`config.mk`:
```
export PLATFORM = sky130hd
export DESIGN_NAME = tls_hello_field_extractor_flat
export DESIGN_NICKNAME = d
export VERILOG_FILES = /design/src/rtl/core/thfe_pkg.sv /design/src/rtl/core/thfe_if.sv /design/src/rtl/core/thfe_parser.sv /design/src/rtl/core/tls_hello_field_extractor.sv /design/src/flat_wrapper.sv
export SDC_FILE = /design/constraint.sdc
export NUM_CORES = 1
export LEC_CHECK = 0
export ABC_AREA = 1
export BUFFER_PORTS_ARGS = -buffer_cell sky130_fd_sc_hd__clkbuf_2
export CORE_MARGIN = 4
export CORE_UTILIZATION = 45
export DETAILED_ROUTE_END_ITERATION = 16
export GPL_TIMING_DRIVEN = 0
export PLACE_DENSITY = 0.72
export SLEW_MARGIN = 20
export SYNTH_ARGS = -nofsm -noshare
export SYNTH_HDL_FRONTEND = slang
export SYNTH_SLANG_ARGS = --single-unit
```
`constraint.sdc`:
```
create_clock -name i_clk -period 8.3 [get_ports i_clk]
set_input_delay 0.415 -clock i_clk [delete_from_list [all_inputs] [get_ports i_clk]]
set_output_delay 0.415 -clock i_clk [all_outputs]
set_load 0.005 [all_outputs]
```
`src/rtl/core/thfe_pkg.sv`:
```
// TLS hello field extractor: shared types and constants.
// Result beat layout, event kind codes and protocol constants.
// No dependencies.
`timescale 1ns / 1ps
`default_nettype none

package thfe_pkg;

    localparam logic [7:0]  HANDSHAKE_CT   = 8'd22;
    localparam logic [15:0] HELLO_FIXED    = 16'd34;
    localparam logic [15:0] SNI_LIST_BYTES = 16'd5;
    localparam logic [15:0] HT_CLIENT      = 16'd1;
    localparam logic [15:0] HT_SERVER      = 16'd2;

    localparam logic [1:0] EV_OFFERED   = 2'd0;
    localparam logic [1:0] EV_CHOSEN    = 2'd1;
    localparam logic [1:0] EV_NAME_BYTE = 2'd2;
    localparam logic [1:0] EV_NAME_DONE = 2'd3;

    typedef struct packed {
        logic [1:0]  kind;
        logic [15:0] value;
        logic [14:0] number;
    } t_event;

endpackage

`default_nettype wire

```
`src/rtl/core/thfe_if.sv`:
```
// TLS hello field extractor: valid/ready channels for payload and event beats.
// Depends on nothing.
`timescale 1ns / 1ps
`default_nettype none

interface thfe_in_if;
    logic       valid;
    logic       ready;
    logic [7:0] payload_byte;
    logic       segment_start;
    logic       to_server;

    modport source (output valid, output payload_byte, output segment_start,
                    output to_server, input ready);
    modport sink   (input valid, input payload_byte, input segment_start,
                    input to_server, output ready);
endinterface

interface thfe_out_if;
    logic        valid;
    logic        ready;
    logic [1:0]  event_kind;
    logic [15:0] event_value;
    logic [14:0] suite_number;

    modport source (output valid, output event_kind, output event_value,
                    output suite_number, input ready);
    modport sink   (input valid, input event_kind, input event_value,
                    input suite_number, output ready);
endinterface

`default_nettype wire

```
`src/rtl/core/thfe_parser.sv`:
```
// TLS hello field extractor: byte-wise record and handshake parser.
// Holds the parse state, advances once per accepted payload beat.
// Depends on thfe_pkg.
`timescale 1ns / 1ps
`default_nettype none

module thfe_parser (
    input  wire logic           i_clk,
    input  wire logic           i_rst_n,
    input  wire logic           i_step,
    input  wire logic [7:0]     i_byte,
    input  wire logic           i_seg_start,
    input  wire logic           i_to_server,
    output logic                o_res_valid,
    output thfe_pkg::t_event    o_res
);
    import thfe_pkg::*;

    typedef enum logic [30:0] {
        PH_REC_TYPE  = 31'h00000001,
        PH_REC_V1    = 31'h00000002,
        PH_REC_V2    = 31'h00000004,
        PH_REC_L1    = 31'h00000008,
        PH_REC_L2    = 31'h00000010,
        PH_HS_TYPE   = 31'h00000020,
        PH_HS_L1     = 31'h00000040,
        PH_HS_L2     = 31'h00000080,
        PH_HS_L3     = 31'h00000100,
        PH_HS_SKIP   = 31'h00000200,
        PH_FIXED     = 31'h00000400,
        PH_SID_LEN   = 31'h00000800,
        PH_SID_SKIP  = 31'h00001000,
        PH_CS_L1     = 31'h00002000,
        PH_CS_L2     = 31'h00004000,
        PH_CS_HI     = 31'h00008000,
        PH_CS_LO     = 31'h00010000,
        PH_COMP_LEN  = 31'h00020000,
        PH_COMP_SKIP = 31'h00040000,
        PH_SRV_C1    = 31'h00080000,
        PH_SRV_C2    = 31'h00100000,
        PH_SRV_COMP  = 31'h00200000,
        PH_EXT_L1    = 31'h00400000,
        PH_EXT_L2    = 31'h00800000,
        PH_EXT_T1    = 31'h01000000,
        PH_EXT_T2    = 31'h02000000,
        PH_EXT_N1    = 31'h04000000,
        PH_EXT_N2    = 31'h08000000,
        PH_EXT_SKIP  = 31'h10000000,
        PH_SNI       = 31'h20000000,
        PH_IGNORE    = 31'h40000000
    } t_phase;

    t_phase      r_phase, n_phase, ph;
    logic        r_dir, n_dir;
    logic [15:0] r_rec, n_rec;
    logic [23:0] r_hs, n_hs;
    logic [15:0] r_skip, n_skip;
    logic [15:0] r_ext, n_ext;
    logic [15:0] r_ext_type, n_ext_type;
    logic [15:0] r_ext_len, n_ext_len;
    logic [7:0]  r_high, n_high;
    logic [14:0] r_suite, n_suite;
    logic        r_owed, n_owed;

    logic        in_record, in_body, in_ext;
    logic [15:0] word;
    logic        has, named;
    t_event      ev;

    always_comb begin
        ph         = i_seg_start ? PH_REC_TYPE : r_phase;
        n_dir      = i_seg_start ? i_to_server : r_dir;
        in_record  = |ph[29:5];
        in_body    = |ph[29:9];
        in_ext     = |ph[29:24];
        word       = {r_high, i_byte};
        n_phase    = ph;
        n_rec      = in_record ? r_rec - 16'd1 : r_rec;
        n_hs       = in_body ? r_hs - 24'd1 : r_hs;
        n_ext      = (in_ext && r_ext != 16'd0) ? r_ext - 16'd1 : r_ext;
        n_skip     = r_skip;
        n_ext_type = r_ext_type;
        n_ext_len  = r_ext_len;
        n_high     = r_high;
        n_suite    = r_suite;
        n_owed     = 1'b0;
        has        = 1'b0;
        named      = 1'b0;
        ev         = '0;

        case (ph)
            PH_REC_TYPE: n_phase = (i_byte == HANDSHAKE_CT) ? PH_REC_V1 : PH_IGNORE;
            PH_REC_V1:   n_phase = PH_REC_V2;
            PH_REC_V2:   n_phase = PH_REC_L1;
            PH_REC_L1: begin
                n_high  = i_byte;
                n_phase = PH_REC_L2;
            end
            PH_REC_L2: begin
                n_rec   = word;
                n_phase = (word != 16'd0) ? PH_HS_TYPE : PH_IGNORE;
            end
            PH_HS_TYPE: begin
                n_ext_type = {8'd0, i_byte};
                n_hs       = '0;
                n_phase    = PH_HS_L1;
            end
            PH_HS_L1: begin
                n_hs    = {r_hs[15:0], i_byte};
                n_phase = PH_HS_L2;
            end
            PH_HS_L2: begin
                n_hs    = {r_hs[15:0], i_byte};
                n_phase = PH_HS_L3;
            end
            PH_HS_L3: begin
                n_hs = {r_hs[15:0], i_byte};
                if (n_hs == 24'd0) begin
                    n_phase = PH_HS_TYPE;
                end else if (r_ext_type == (r_dir ? HT_CLIENT : HT_SERVER)) begin
                    n_skip  = HELLO_FIXED;
                    n_phase = PH_FIXED;
                end else begin
                    n_phase = PH_HS_SKIP;
                end
            end
            PH_HS_SKIP: n_phase = PH_HS_SKIP;
            PH_FIXED: begin
                n_skip = r_skip - 16'd1;
                if (n_skip == 16'd0) n_phase = PH_SID_LEN;
            end
            PH_SID_LEN: begin
                n_skip = {8'd0, i_byte};
                if (i_byte != 8'd0) n_phase = PH_SID_SKIP;
                else n_phase = n_dir ? PH_CS_L1 : PH_SRV_C1;
            end
            PH_SID_SKIP: begin
                n_skip = r_skip - 16'd1;
                if (n_skip == 16'd0) n_phase = n_dir ? PH_CS_L1 : PH_SRV_C1;
            end
            PH_CS_L1: begin
                n_high  = i_byte;
                n_phase = PH_CS_L2;
            end
            PH_CS_L2: begin
                n_skip  = {word[15:1], 1'b0};
                n_suite = '0;
                n_phase = (word[15:1] != 15'd0) ? PH_CS_HI : PH_COMP_LEN;
            end
            PH_CS_HI: begin
                n_high  = i_byte;
                n_skip  = r_skip - 16'd1;
                n_phase = PH_CS_LO;
            end
            PH_CS_LO: begin
                n_skip    = r_skip - 16'd1;
                n_suite   = r_suite + 15'd1;
                has       = 1'b1;
                ev.kind   = EV_OFFERED;
                ev.value  = word;
                ev.number = n_suite;
                n_phase   = (n_skip != 16'd0) ? PH_CS_HI : PH_COMP_LEN;
            end
            PH_COMP_LEN: begin
                n_skip  = {8'd0, i_byte};
                n_phase = (i_byte != 8'd0) ? PH_COMP_SKIP : PH_EXT_L1;
            end
            PH_COMP_SKIP: begin
                n_skip = r_skip - 16'd1;
                if (n_skip == 16'd0) n_phase = PH_EXT_L1;
            end
            PH_SRV_C1: begin
                n_high  = i_byte;
                n_phase = PH_SRV_C2;
            end
            PH_SRV_C2: begin
                has      = 1'b1;
                ev.kind  = EV_CHOSEN;
                ev.value = word;
                n_phase  = PH_SRV_COMP;
            end
            PH_SRV_COMP: n_phase = PH_EXT_L1;
            PH_EXT_L1: begin
                n_high  = i_byte;
                n_phase = PH_EXT_L2;
            end
            PH_EXT_L2: begin
                n_ext   = word;
                n_phase = (word != 16'd0) ? PH_EXT_T1 : PH_HS_SKIP;
            end
            PH_EXT_T1: begin
                n_high  = i_byte;
                n_phase = PH_EXT_T2;
            end
            PH_EXT_T2: begin
                n_ext_type = word;
                n_phase    = PH_EXT_N1;
            end
            PH_EXT_N1: begin
                n_high  = i_byte;
                n_phase = PH_EXT_N2;
            end
            PH_EXT_N2: begin
                n_ext_len = word;
                n_skip    = word;
                if (r_ext_type == 16'd0) begin
                    if (word == 16'd0) begin
                        has     = 1'b1;
                        ev.kind = EV_NAME_DONE;
                        n_phase = PH_HS_SKIP;
                    end else begin
                        n_phase = PH_SNI;
                    end
                end else if (word != 16'd0) begin
                    n_phase = PH_EXT_SKIP;
                end else begin
                    n_phase = (n_ext != 16'd0) ? PH_EXT_T1 : PH_HS_SKIP;
                end
            end
            PH_EXT_SKIP: begin
                n_skip = r_skip - 16'd1;
                if (n_skip == 16'd0) n_phase = (n_ext != 16'd0) ? PH_EXT_T1 : PH_HS_SKIP;
            end
            PH_SNI: begin
                if ((r_ext_len - r_skip) >= SNI_LIST_BYTES) begin
                    has      = 1'b1;
                    ev.kind  = EV_NAME_BYTE;
                    ev.value = {8'd0, i_byte};
                    named    = 1'b1;
                end
                n_skip = r_skip - 16'd1;
                if (n_skip == 16'd0) begin
                    if (named) begin
                        n_owed = 1'b1;
                    end else begin
                        has     = 1'b1;
                        ev.kind = EV_NAME_DONE;
                    end
                    n_phase = PH_HS_SKIP;
                end
            end
            default: n_phase = PH_IGNORE;
        endcase

        if (in_body && n_hs == 24'd0) n_phase = PH_HS_TYPE;
        if (in_record && n_rec == 16'd0) n_phase = PH_IGNORE;

        if (r_owed) begin
            has = 1'b1;
            ev  = '0;
            ev.kind = EV_NAME_DONE;
        end
    end

    assign o_res_valid = i_step && has;
    assign o_res       = ev;

    always_ff @(posedge i_clk) begin
        if (!i_rst_n) begin
            r_phase    <= PH_REC_TYPE;
            r_dir      <= 1'b0;
            r_rec      <= '0;
            r_hs       <= '0;
            r_skip     <= '0;
            r_ext      <= '0;
            r_ext_type <= '0;
            r_ext_len  <= '0;
            r_high     <= '0;
            r_suite    <= '0;
            r_owed     <= 1'b0;
        end else if (i_step) begin
            r_phase    <= n_phase;
            r_dir      <= n_dir;
            r_rec      <= n_rec;
            r_hs       <= n_hs;
            r_skip     <= n_skip;
            r_ext      <= n_ext;
            r_ext_type <= n_ext_type;
            r_ext_len  <= n_ext_len;
            r_high     <= n_high;
            r_suite    <= n_suite;
            r_owed     <= n_owed;
        end
    end

endmodule

`default_nettype wire

```
`src/rtl/core/tls_hello_field_extractor.sv`:
```
// TLS hello field extractor: top level.
// Payload bytes in on i_in, cipher suite and server name events out on o_out.
// Payload channel (i_in): one TCP payload byte per beat, after the TCP options.
//   segment_start marks the first byte of a segment and restarts parsing at
//   the record header; to_server is sampled on that beat.
// Event channel (o_out): zero or one event per payload beat. Offered suites
//   carry a one-based suite_number, chosen suites and name bytes carry zero.
//   The name-done event after a final name byte rides on the next payload beat.
// An event is registered in the output register, or in the skid register while o_out stalls.
// Throughput: one payload beat per cycle while i_in.ready is high; the parser
//   state advances once per beat through a single registered pass.
// Stall: an output register and one skid register hold events; i_in.ready
//   drops only while both are full, and rises once o_out takes a beat.
// Reset (i_rst_n, synchronous, active low): parser waits for a record header
//   from the server side, all counters clear and both event registers empty.
// Depends on thfe_pkg, thfe_if and thfe_parser.
`timescale 1ns / 1ps
`default_nettype none

module tls_hello_field_extractor (
    input  wire logic   i_clk,
    input  wire logic   i_rst_n,
    thfe_in_if.sink     i_in,
    thfe_out_if.source  o_out
);
    import thfe_pkg::*;

    logic   step, pop;
    logic   res_valid;
    t_event res;
    logic   r_out_valid, r_skid_valid;
    t_event r_out, r_skid;

    assign i_in.ready = !r_skid_valid;
    assign step       = i_in.valid && !r_skid_valid;
    assign pop        = r_out_valid && o_out.ready;

    thfe_parser u_parser (
        .i_clk       (i_clk),
        .i_rst_n     (i_rst_n),
        .i_step      (step),
        .i_byte      (i_in.payload_byte),
        .i_seg_start (i_in.segment_start),
        .i_to_server (i_in.to_server),
        .o_res_valid (res_valid),
        .o_res       (res)
    );

    always_ff @(posedge i_clk) begin
        if (!i_rst_n) begin
            r_out_valid  <= 1'b0;
            r_skid_valid <= 1'b0;
        end else if (r_skid_valid) begin
            if (pop) r_skid_valid <= 1'b0;
        end else if (!r_out_valid || pop) begin
            r_out_valid <= res_valid;
        end else if (res_valid) begin
            r_skid_valid <= 1'b1;
        end
    end

    always_ff @(posedge i_clk) begin
        if (r_skid_valid) begin
            if (pop) r_out <= r_skid;
        end else if (!r_out_valid || pop) begin
            if (res_valid) r_out <= res;
        end else if (res_valid) begin
            r_skid <= res;
        end
    end

    assign o_out.valid        = r_out_valid;
    assign o_out.event_kind   = r_out.kind;
    assign o_out.event_value  = r_out.value;
    assign o_out.suite_number = r_out.number;

endmodule

`default_nettype wire

```
`src/flat_wrapper.sv`:
```
// flat-port wrapper written by rule: the top's interface ports become plain ports
module tls_hello_field_extractor_flat import thfe_pkg::*;
  (i_clk, i_rst_n, i_in_valid, i_in_payload_byte, i_in_segment_start, i_in_to_server, i_in_ready, o_out_valid, o_out_event_kind, o_out_event_value, o_out_suite_number, o_out_ready);
  thfe_in_if i_in_i ();
  thfe_out_if o_out_i ();
  input  wire logic i_clk;
  input  wire logic i_rst_n;
  input wire logic [$bits(i_in_i.valid)-1:0] i_in_valid;
  input wire logic [$bits(i_in_i.payload_byte)-1:0] i_in_payload_byte;
  input wire logic [$bits(i_in_i.segment_start)-1:0] i_in_segment_start;
  input wire logic [$bits(i_in_i.to_server)-1:0] i_in_to_server;
  output wire logic [$bits(i_in_i.ready)-1:0] i_in_ready;
  output wire logic [$bits(o_out_i.valid)-1:0] o_out_valid;
  output wire logic [$bits(o_out_i.event_kind)-1:0] o_out_event_kind;
  output wire logic [$bits(o_out_i.event_value)-1:0] o_out_event_value;
  output wire logic [$bits(o_out_i.suite_number)-1:0] o_out_suite_number;
  input wire logic [$bits(o_out_i.ready)-1:0] o_out_ready;
  assign i_in_i.valid = i_in_valid;
  assign i_in_i.payload_byte = i_in_payload_byte;
  assign i_in_i.segment_start = i_in_segment_start;
  assign i_in_i.to_server = i_in_to_server;
  assign i_in_ready = i_in_i.ready;
  assign o_out_valid = o_out_i.valid;
  assign o_out_event_kind = o_out_i.event_kind;
  assign o_out_event_value = o_out_i.event_value;
  assign o_out_suite_number = o_out_i.suite_number;
  assign o_out_i.ready = o_out_ready;
  tls_hello_field_extractor u_core (.i_clk(i_clk), .i_rst_n(i_rst_n), .i_in(i_in_i), .o_out(o_out_i));
endmodule
```
**Yosys cells after proc, flatten, opt, wreduce, memory -nomap -nowiden**

Index checks and enable logic that the tools add are counted.
W data, S select, Z words.

- Output and inout bits: 35
- Input port bits: 14
- Flip-flop bits (word level): 228
- Word-level logic and storage cells: 169

- Add/sub/neg operators: 6
- Multiplexer cells: 64
- Reduce and logical (&&, ||, !) cells: 42
- $lt $le $gt $ge: 1
- Bitwise logic cells: 2
- Equality and inequality tests: 35

Operators with widths:

| operator | number |
|---|---|
| $pmux W31 S30 | 1 |
| $mux W31 | 11 |
| $mux W33 | 5 |
| $mux W16 | 6 |
| $pmux W16 S5 | 1 |
| $logic_not A16 Y1 | 4 |
| $pmux W16 S2 | 2 |
| $reduce_bool A16 Y1 | 4 |
| $mux W18 | 3 |
| $mux W25 | 2 |
| $logic_not A24 Y1 | 2 |
| $pmux W24 S2 | 1 |
| $sub A16 B1 Y16 const B | 3 |
| $mux W20 | 2 |
| $eq A31 B1 Y1 const B | 1 |
| $eq A31 B10 Y1 const B | 1 |
| $eq A31 B11 Y1 const B | 1 |
| $eq A31 B12 Y1 const B | 1 |
| $eq A31 B13 Y1 const B | 1 |
| $eq A31 B14 Y1 const B | 1 |
| $eq A31 B15 Y1 const B | 1 |
| $eq A31 B16 Y1 const B | 1 |
| $eq A31 B17 Y1 const B | 1 |
| $eq A31 B18 Y1 const B | 1 |
| other kinds (56) | 93 |

**Logic depth before layout (Yosys ltp)**

Gate-level depths: netlist of run 1.

- Depth after elaboration: 12
- Gate-level depth with buffers: 21
- Depth with buffers taken out: 20

**Modules after synthesis**

Synthesis of run 1 repeated with hierarchy kept, for this count alone.

- Cells, all modules: 2232
- Area total of the unflattened synthesis: 14815.5 um2

By module, submodules not included:

| module | area each (um2) | sequential area each (um2) | cells each | instances |
|---|---|---|---|---|
| thfe_parser | 12276.8 | 3203.1 | 2040 | 1 |
| tls_hello_field_extractor | 2538.7 | 2021.9 | 192 | 1 |

**Worst setup path before layout of run 1**

No wires, ideal clock.

- Kind: register -> register
- From: register u_core.u_parser.r_skip[0]
- To: register u_core.r_out (netlist bit u_core.o_out.event_kind[0]) (enable)
- Clock period less this slack: 4.377 ns
- Slack: 3.923 ns
- Library setup time: 0.434 ns
- Path buffers: 0
- Required time: 7.866 ns
- Data arrival time: 3.943 ns
- Cell stages (with the launch flop): 16
- Path through: dfxtp_1 ha_1 fa_1 o21ai_0 a21boi_0 o21ai_0 nor2_1 nor2_1 nor2_1 nand3_1 nor2_1 nand2_1 nand2_1 nand3_1 nand3_1 a21oi_1

- Longest elaborated chain between the ends: 11
- Elaborated cells between the ends (all ways): 13
- Those cells by class: add/sub: 2; order compare: 1; mux: 6; reduce/logical: 4

RTL lines:

| item | RTL line | text |
|---|---|---|
| start, declared | thfe_parser.sv:57 | `logic [15:0] r_skip, n_skip;` |
| start signal, assigned | thfe_parser.sv:276 | `r_skip <= n_skip;` |
| $sub A16 B16 Y16 | thfe_parser.sv:225 | `if ((r_ext_len - r_skip) >= SNI_LIST_BYTES) begin` |
| $ge A16 B3 Y1 | thfe_parser.sv:225 |  |
| $mux W1 | thfe_parser.sv:225 |  |
| $mux W1 | thfe_parser.sv:91 | `case (ph)` |
| $mux W1 | thfe_parser.sv:233 | `if (named) begin` |
| $mux W1 (*) | thfe_parser.sv:232 | `if (n_skip == 16'd0) begin` |
| $pmux W1 S3 (*) | thfe_parser.sv:91 |  |
| $mux W1 (*) | thfe_parser.sv:248 | `if (r_owed) begin` |
| $logic_and A1 B1 Y1 (*) | thfe_parser.sv:255 | `assign o_res_valid = i_step && has;` |
| $reduce_bool A2 Y1 (no line) (*) | - |  |
| $reduce_and A3 Y1 (no line) (*) | - |  |
| end signal, assigned | tls_hello_field_extractor.sv:64 | `if (pop) r_out <= r_skid;` |
| end signal, assigned | tls_hello_field_extractor.sv:66 | `if (res_valid) r_out <= res;` |
| end, declared | tls_hello_field_extractor.sv:32 | `t_event r_out, r_skid;` |

Every way passes the cells marked *; elsewhere a longest branch is shown, timed or not. The select of a mux whose other input is x is not followed.
A chain may end at the register's enable or synchronous reset.

**Final worst setup path of run 1**

- From: register u_core.u_parser.r_skip[0]
- To: register u_core.r_out (netlist bit u_core.o_out.event_value[12]) (enable)

The elaborated chain is that of the path after synthesis.

==> results of run 1 <==
[critical path: stages (launching register included)]
cell,delay [ns]
dfxtp_1,0.38
ha_1,0.27
fa_1,0.45
o21ai_0,0.42
a21boi_0,0.33
nand2b_1,0.27
nand3_1,0.09
nand2_1,0.10
nor2_1,0.10
nand3_1,0.12
nor2_1,0.31
nand2_1,0.13
nand2_1,0.20
nand3_1,0.14
nand3_1,0.18
a21oi_4,0.15
buf_16,0.22
[registers in the layout (all words and copies together), names as in the netlist]
register / count
u_core.u_parser.r_suite: 15
u_core.o_out.suite_number: 15
u_core.r_skid: 33
u_core.u_parser.r_dir: 1
u_core.o_out.event_kind: 2
u_core.u_parser.r_high: 8
u_core.o_out.event_value: 16
u_core.u_parser.r_ext_len: 16
u_core.u_parser.r_owed: 1
u_core.u_parser.r_hs: 24
u_core.u_parser.r_rec: 16
u_core.o_out.valid: 1
u_core.u_parser.r_phase: 31
u_core.u_parser.r_ext: 16
u_core.u_parser.r_skip: 16
u_core.u_parser.r_ext_type: 16
u_core.r_skid_valid: 1
[kinds of logic after synthesis]
logic type               synth area share
AO/OA/AOI/OAI                       0.149
multiplexers                      0.00532
AND/OR/NAND/NOR                     0.355
buffers and inverters              0.0852
adder cells (fa/ha/maj)            0.0199
flip-flops                          0.353
XOR/XNOR                           0.0331
[power groups by stage]
stage / combinational [uW] / sequential [uW] / clock (uW)
final: 267 / 1180 / 1210
after global routing: 293 / 1180 / 1260
after CTS: 261 / 1180 / 1220
after detailed placement: 259 / 1200 / 0
after global placement: 255 / 1200 / 0
after floorplan: 181 / 1190 / 0
[cell usage in the layout, fill, tap and decap left out, drive strengths merged, types with 2 or more instances in the layout]
| master | synthesis | routed |
|---|---|---|
| inv | 216 | 218 |
| nor2 | 373 | 373 |
| or2 | 2 | 2 |
| nand4 | 35 | 35 |
| xnor2 | 7 | 7 |
| o211ai | 20 | 20 |
| ha | 22 | 22 |
| nand2 | 520 | 520 |
| nor4 | 7 | 7 |
| dfxtp | 162 | 162 |
| nand3b | 12 | 12 |
| buf | 28 | 29 |
| o22ai | 17 | 17 |
| clkinvlp | 0 | 5 |
| mux2 | 7 | 7 |
| edfxtp | 66 | 66 |
| o32ai | 2 | 2 |
| clkbuf | 56 | 133 |
| xor2 | 49 | 49 |
| clkinv | 4 | 13 |
| nand3 | 153 | 153 |
| nor3 | 67 | 67 |
| a21o | 2 | 2 |
| o21ai | 135 | 135 |
| a21oi | 184 | 184 |
| bufinv | 0 | 3 |
| a211oi | 24 | 24 |
[per-layer routing]
| layer | up-vias | share of wire | wire length (um) | track usage |
|---|---|---|---|---|
| li1 | 7364 | - | - | - |
| met1 | 7045 | 0.43 | 21200 | 0.358 |
| met2 | 661 | 0.44 | 21800 | 0.426 |
| met3 | 117 | 0.092 | 4500 | 0.0465 |
| met4 | 0 | 0.034 | 1690 | 0.0943 |
| met5 | - | 0 | 0 | 0 |
[final cells by class]
| class | instances | area (um2) |
|---|---|---|
| antenna | 1 | 2.50 |
| sequential | 228 | 5230 |
| buffer | 84 | 437 |
| clock buffer | 31 | 691 |
| fill | 3307 | 16000 |
| tap | 442 | 553 |
| timing repair buffer | 47 | 258 |
| inverter | 220 | 826 |
| multi-input combinational | 1649 | 8340 |
| clock inverter | 19 | 206 |
[metrics by stage]
| stage | power [uW] | utilization | hold slack, ns |
|---|---|---|---|
| floorplan | 1380 | - | 0.433 |
| global placement | 1460 | 0.480 | 0.450 |
| detailed placement | 1460 | 0.481 | 0.453 |
| CTS | 2660 | 0.508 | 0.262 |
| global route | 2740 | 0.508 | 0.283 |
| finish | 2650 | 0.508 | 0.270 |
[worst min path at each step]
| stage | cells past startpoint | endpoint |
|---|---|---|
| CTS | 4 | u_core.r_skid_valid$_SDFF_PN0_ |
| global route | 3 | u_core.u_parser.r_ext_len[3]$_SDFFE_PN0P_ |
| floorplan | 2 | u_core.u_parser.r_ext_len[0]$_SDFFE_PN0P_ |
| finish | 4 | u_core.r_skid_valid$_SDFF_PN0_ |
| detailed placement | 2 | u_core.u_parser.r_ext_len[0]$_SDFFE_PN0P_ |
| global placement | 2 | u_core.u_parser.r_ext_type[9]$_SDFFE_PN0P_ |
==> impl_metrics.env, run 1 <==
export IMPL_period_minus_slack_ns=4.13
export IMPL_clk_pin_slew_ns=0.06
export IMPL_p_switching_uw=721
export IMPL_clockRootBuffer="clkbuf_16"
export IMPL_wl_per_cell_um=18.1
export IMPL_critPathCaptureType="flip-flop"
export IMPL_port_buffers=46
export IMPL_routed_via_density=5.58
export IMPL_yosysTopAreaCellShare=0.219
export IMPL_dp_slack_ns=4.30
export IMPL_cts_tree="yes"
export IMPL_skew_ns=0.0145
export IMPL_ir_worst_vdd_mv=0.162
export IMPL_timing_critical_path_to="u_core.o_out.event_value[12]$_DFFE_PP_"
export IMPL_slew_viol_final=0
export IMPL_area_growth_pct=11.6
export IMPL_powerDensity_mw_per_mm2=160
export IMPL_path_class="flip-flop to flip-flop"
export IMPL_rows=66
export IMPL_core_area_mm2=0.0325
export IMPL_htreeDepth=1
export IMPL_critPathArrivalTime_ns=4.45
export IMPL_die_width_um=189
export IMPL_finalSetupTns_ns=0
export IMPL_dr_total_vias=15200
export IMPL_gp_congestion=0.999
export IMPL_final_setup_worst_slack_ns=4.17
export IMPL_cts_buffer_depth=3
export IMPL_fin_area_mm2=0.0165
export IMPL_post_route_period_util=0.498
export IMPL_worst_slew_pin_slew_ns=0.957
export IMPL_worstReg2RegStart="u_core.u_parser.r_skip[0]$_SDFFE_PN0P_"
export IMPL_first_global_vias=14200
export IMPL_crit_fanout=27
export IMPL_cts_repair_resize_count=0
export IMPL_min_path_type="input port to flip-flop"
export IMPL_switching_share=0.272
export IMPL_yosys_warnings=0
export IMPL_synth_async_reset_ratio=0
export IMPL_syn_area_per_cell_um2=6.79
export IMPL_synth_main_ff_cell="dfxtp_1"
export IMPL_setup_viol=0
export IMPL_synth_top_cells_by_area="dfxtp_1 (22%), edfxtp_1 (13%), nand2_1 (12%)"
export IMPL_cts_hold_buf=0
export IMPL_ant_nets=0
export IMPL_postSynthRegisterBits=228
export IMPL_cts_sinks=228
export IMPL_r2r_end="u_core.o_out.event_value[12]$_DFFE_PP_"
export IMPL_final_instance_count_excl_fill=2721
export IMPL_grt_max_degree=34
export IMPL_synth_fp_nets=2218
export IMPL_critPathLaunch="u_core.u_parser.r_skip[0]$_SDFFE_PN0P_"
export IMPL_p_int_uw=1930
export IMPL_dpl_cell_area_mm2=0.0156
export IMPL_slew_headroom=0.355
export IMPL_pwr_share_seq=0.443
export IMPL_dp_cells=2670
export IMPL_clock_fmax_ghz=0.242
export IMPL_nNetsFinal=2294
export IMPL_power_leakage_uw=0.00716
export IMPL_clk_latency_ns=0.56
export IMPL_die_h_um=189
export IMPL_grt_first_pass_wirelength_um=76700
export IMPL_synth_most_common_cell="nand2_1"
export IMPL_hp_start="o_out_ready"
export IMPL_post_route_drc_count=0
export IMPL_initial_core_util=0.455
export IMPL_critPathRequiredTime_ns=8.61
export IMPL_postSynthCellCount=2181
export IMPL_postCtsSetupBuffers=0
export IMPL_hold_viol_final=0
export IMPL_dp_hpwl_um=37400
export IMPL_dieArea_mm2=0.0359
export IMPL_cts_buffers=27
export IMPL_synth_edf_count=66
export IMPL_grt_ovfl_total=0
export IMPL_drive_above_1_share=0.102
export IMPL_synth_cell_type_count=57
export IMPL_antenna_found_initial=0
export IMPL_synth_largest_area_cell="dfxtp_1"
export IMPL_worst_r2r_cell_count=16
export IMPL_outcome="finished clean"
export IMPL_combPwrFrac=0.101
export IMPL_critPathLaunchType="flip-flop"
export IMPL_r2r_setup_slack_ns=4.17
export IMPL_p_clk_frac=0.456
export IMPL_first_pass_iters=6
export IMPL_drt_first_iter_violations=1714
export IMPL_rsz0062_at_grt="false"
export IMPL_ioPinCount=49
export IMPL_syn_cell_area_mm2=0.0148
export IMPL_yosys_top_cells_count="nand2_1 (486), nor2_1 (353), inv_1 (206)"
export IMPL_drv_cap=0
export IMPL_grt_usage=0.264
export IMPL_wl_um=49100
export IMPL_seq_area_frac_synth=0.353
(Power assumes the default switching activity.)
==> inputs of run 2 (changes only) <==
- ABC_AREA: 1 -> 0
- clock period: 8.3 -> 3.9 ns (I/O delays scaled with it)
==> impl_metrics.env, run 2 <==
export IMPL_outcome="finished clean"
export IMPL_synth_top_cells_by_area="dfxtp_1 (24%), edfxtp_1 (14%), nor2_1 (6.3%)"
export IMPL_drv_cap=0
export IMPL_slew_viol_final=0
export IMPL_grt_first_pass_wirelength_um=71900
export IMPL_antenna_diode_count=0
export IMPL_synth_largest_area_cell="dfxtp_1"
export IMPL_top_regs="u_core.r_skid (33), u_core.u_parser.r_phase (31), u_core.u_parser.r_hs (24)"
export IMPL_dp_cells=2135
export IMPL_grt_max_degree=16
export IMPL_post_route_period_util=0.981
export IMPL_port_buffers=47
export IMPL_grt_ovfl_total=0
export IMPL_synth_most_common_cell="nor2_1"
export IMPL_cts_buffer_depth=3
export IMPL_gp_congestion=1.02
export IMPL_largest_register="u_core.r_skid"
export IMPL_critPathRequiredTime_ns=4.15
export IMPL_yosys_warnings=0
export IMPL_final_setup_worst_slack_ns=0.0758
export IMPL_ant_nets=0
export IMPL_fin_area_mm2=0.0156
export IMPL_seq_area_mm2=0.00523
export IMPL_seq_area_frac_synth=0.380
export IMPL_final_cell_mix="nor2_1 (229), nand2_1 (198), dfxtp_1 (160)"
export IMPL_grt_usage=0.265
export IMPL_postLayoutCoreUtil=0.522
export IMPL_synth_async_reset_ratio=0
export IMPL_min_path_type="input port to flip-flop"
export IMPL_setup_viol=0
export IMPL_routed_via_density=6.23
export IMPL_synth_cell_type_count=92
export IMPL_cts_tree="yes"
export IMPL_critPathArrivalTime_ns=4.07
export IMPL_yosys_top_cells_count="nor2_1 (229), nand2_1 (198), dfxtp_1 (162)"
export IMPL_power_leakage_uw=0.00559
export IMPL_critPathLaunchType="flip-flop"
export IMPL_area_growth_pct=13.4
export IMPL_path_cells="or4_1, nor3_1, nand3_1, nor2_1, a31oi_1, and2_1, a21o_1, nor3b_4, buf_6, buf_6"
export IMPL_post_route_drc_count=0
export IMPL_syn_area_per_cell_um2=8.11
export IMPL_clockRootBuffer="clkbuf_16"
export IMPL_syn_cell_area_mm2=0.0137
export IMPL_clock_fmax_ghz=0.261
export IMPL_powerDensity_mw_per_mm2=337
export IMPL_drt_first_iter_violations=1376
export IMPL_core_area_mm2=0.0299
export IMPL_worst_r2r_cell_count=10
export IMPL_skew_ns=0.0139
export IMPL_die_width_um=183
export IMPL_htreeDepth=1
export IMPL_crit_fanout=10
export IMPL_dr_total_vias=13600
export IMPL_fillers=2865
export IMPL_synth_edf_count=66
export IMPL_synth_fp_nets=1731
export IMPL_first_pass_iters=5
export IMPL_mostFrequentLayoutCell="nor2_1"
export IMPL_synth_main_ff_cell="dfxtp_1"
export IMPL_first_global_vias=12800
export IMPL_rsz0062_at_grt="false"
export IMPL_dpl_cell_area_mm2=0.0145
export IMPL_crit_path_top_delay_cell="or4_1"
export IMPL_slew_headroom=0.263
export IMPL_clk_latency_ns=0.54
export IMPL_wl_um=46200
export IMPL_multi_input_area_mm2=0.00797
export IMPL_cts_sinks=228
export IMPL_antenna_found_initial=0
export IMPL_ioPinCount=49
export IMPL_final_instance_count_excl_fill=2191
export IMPL_dp_hpwl_um=33100
export IMPL_worst_slew_pin_slew_ns=1.10
export IMPL_clk_pin_slew_ns=0.06
export IMPL_die_h_um=183
export IMPL_cts_buffers=25
export IMPL_crit_path_frequent_cell="buf_6"
export IMPL_finalSetupTns_ns=0
export IMPL_drive_above_1_share=0.119
export IMPL_postSynthCellCount=1694
export IMPL_initial_core_util=0.460
export IMPL_hold_viol_final=0
export IMPL_crit_path_max_incr_delay_ns=0.58
export IMPL_period_minus_slack_ns=3.82
export IMPL_dp_slack_ns=-0.441
export IMPL_yosysTopAreaCellShare=0.236
export IMPL_dieArea_mm2=0.0334
export IMPL_largest_reg_flops=33
export IMPL_path_class="flip-flop to flip-flop"
export IMPL_hold_depth=4
export IMPL_nNetsFinal=1819
export IMPL_postSynthRegisterBits=228
export IMPL_wl_per_cell_um=21.1
export IMPL_critPathCaptureType="flip-flop"
export IMPL_ir_worst_vdd_mv=0.358
export IMPL_rows=63
run 2: worst max-delay path, delay by kind of cell, from the launching register on:
kind                   cells  cell delay [ns]
AO/OA/AOI/OAI              2             0.51
flip-flops                 1             0.54
buffers and inverters      2             0.31
AND/OR/NAND/NOR            6             2.13
run 2: area by class of cell:
cell class              count  area share
multi-input cells        1307       0.512
flip-flops and latches    228       0.336
clock buffers              35      0.0445
well taps                 390      0.0313
plain buffers             108      0.0309
repair buffers             62      0.0244
inverters                  50      0.0120
clock inverters            11     0.00956
run 2: what timing repair did:
item                       4_1_cts  5_1_grt
gates resized for setup          3       18
hold endpoints to repair         2        0
pin swaps                        2        8
hold buffers                     2        0
buffers inserted                 2        8
setup endpoints to repair       83      124
run 2: per-layer routing:
| layer | global-route usage | routed length (um) | vias up |
|---|---|---|---|
| met3 | 0.0399 | 4240 | 147 |
| li1 | - | - | 6345 |
| met4 | 0.104 | 2110 | 0 |
| met2 | 0.434 | 20900 | 698 |
| met5 | 0 | 0 | - |
| met1 | 0.355 | 18900 | 6459 |
run 2: where the power goes:
| part | total [uW] | switching, uW | internal, uW | leakage [uW] |
|---|---|---|---|---|
| combinational | 337 | 244 | 93.2 | 0.00322 |
| sequential | 2460 | 22.6 | 2440 | 0.00196 |
| clock | 2460 | 1010 | 1450 | 0.000418 |
run 2: worst paths after layout:
check                                                               start                                   endpoint  slack [ns]
worst max-delay path               u_core.u_parser.r_high[6]$_SDFFE_PN0P_                u_core.r_skid[23]$_DFFE_PP_        0.08
worst min-delay path                                           i_in_valid             u_core.r_skid_valid$_SDFF_PN0_        0.03
worst max register to register     u_core.u_parser.r_high[6]$_SDFFE_PN0P_                u_core.r_skid[23]$_DFFE_PP_        0.08
worst min register to register  u_core.u_parser.r_ext_len[0]$_SDFFE_PN0P_  u_core.u_parser.r_ext_len[0]$_SDFFE_PN0P_        0.45
run 2: logic make-up after synthesis:
group / Yosys count / synth area share
flip-flops: 228 / 0.380
XOR/XNOR: 56 / 0.0357
buffers and inverters: 159 / 0.0488
AND/OR/NAND/NOR: 738 / 0.268
adder cells (fa/ha/maj): 23 / 0.0215
multiplexers: 33 / 0.0251
AO/OA/AOI/OAI: 457 / 0.220
run 2: per-stage QoR:
step           power, uW  hold slack (ns)
6_report            5250           0.0349
5_1_grt             5400           0.0308
4_1_cts             5260           0.0184
3_5_place_dp        2830            0.446
3_3_place_gp        2830            0.440
2_1_floorplan       2710            0.311
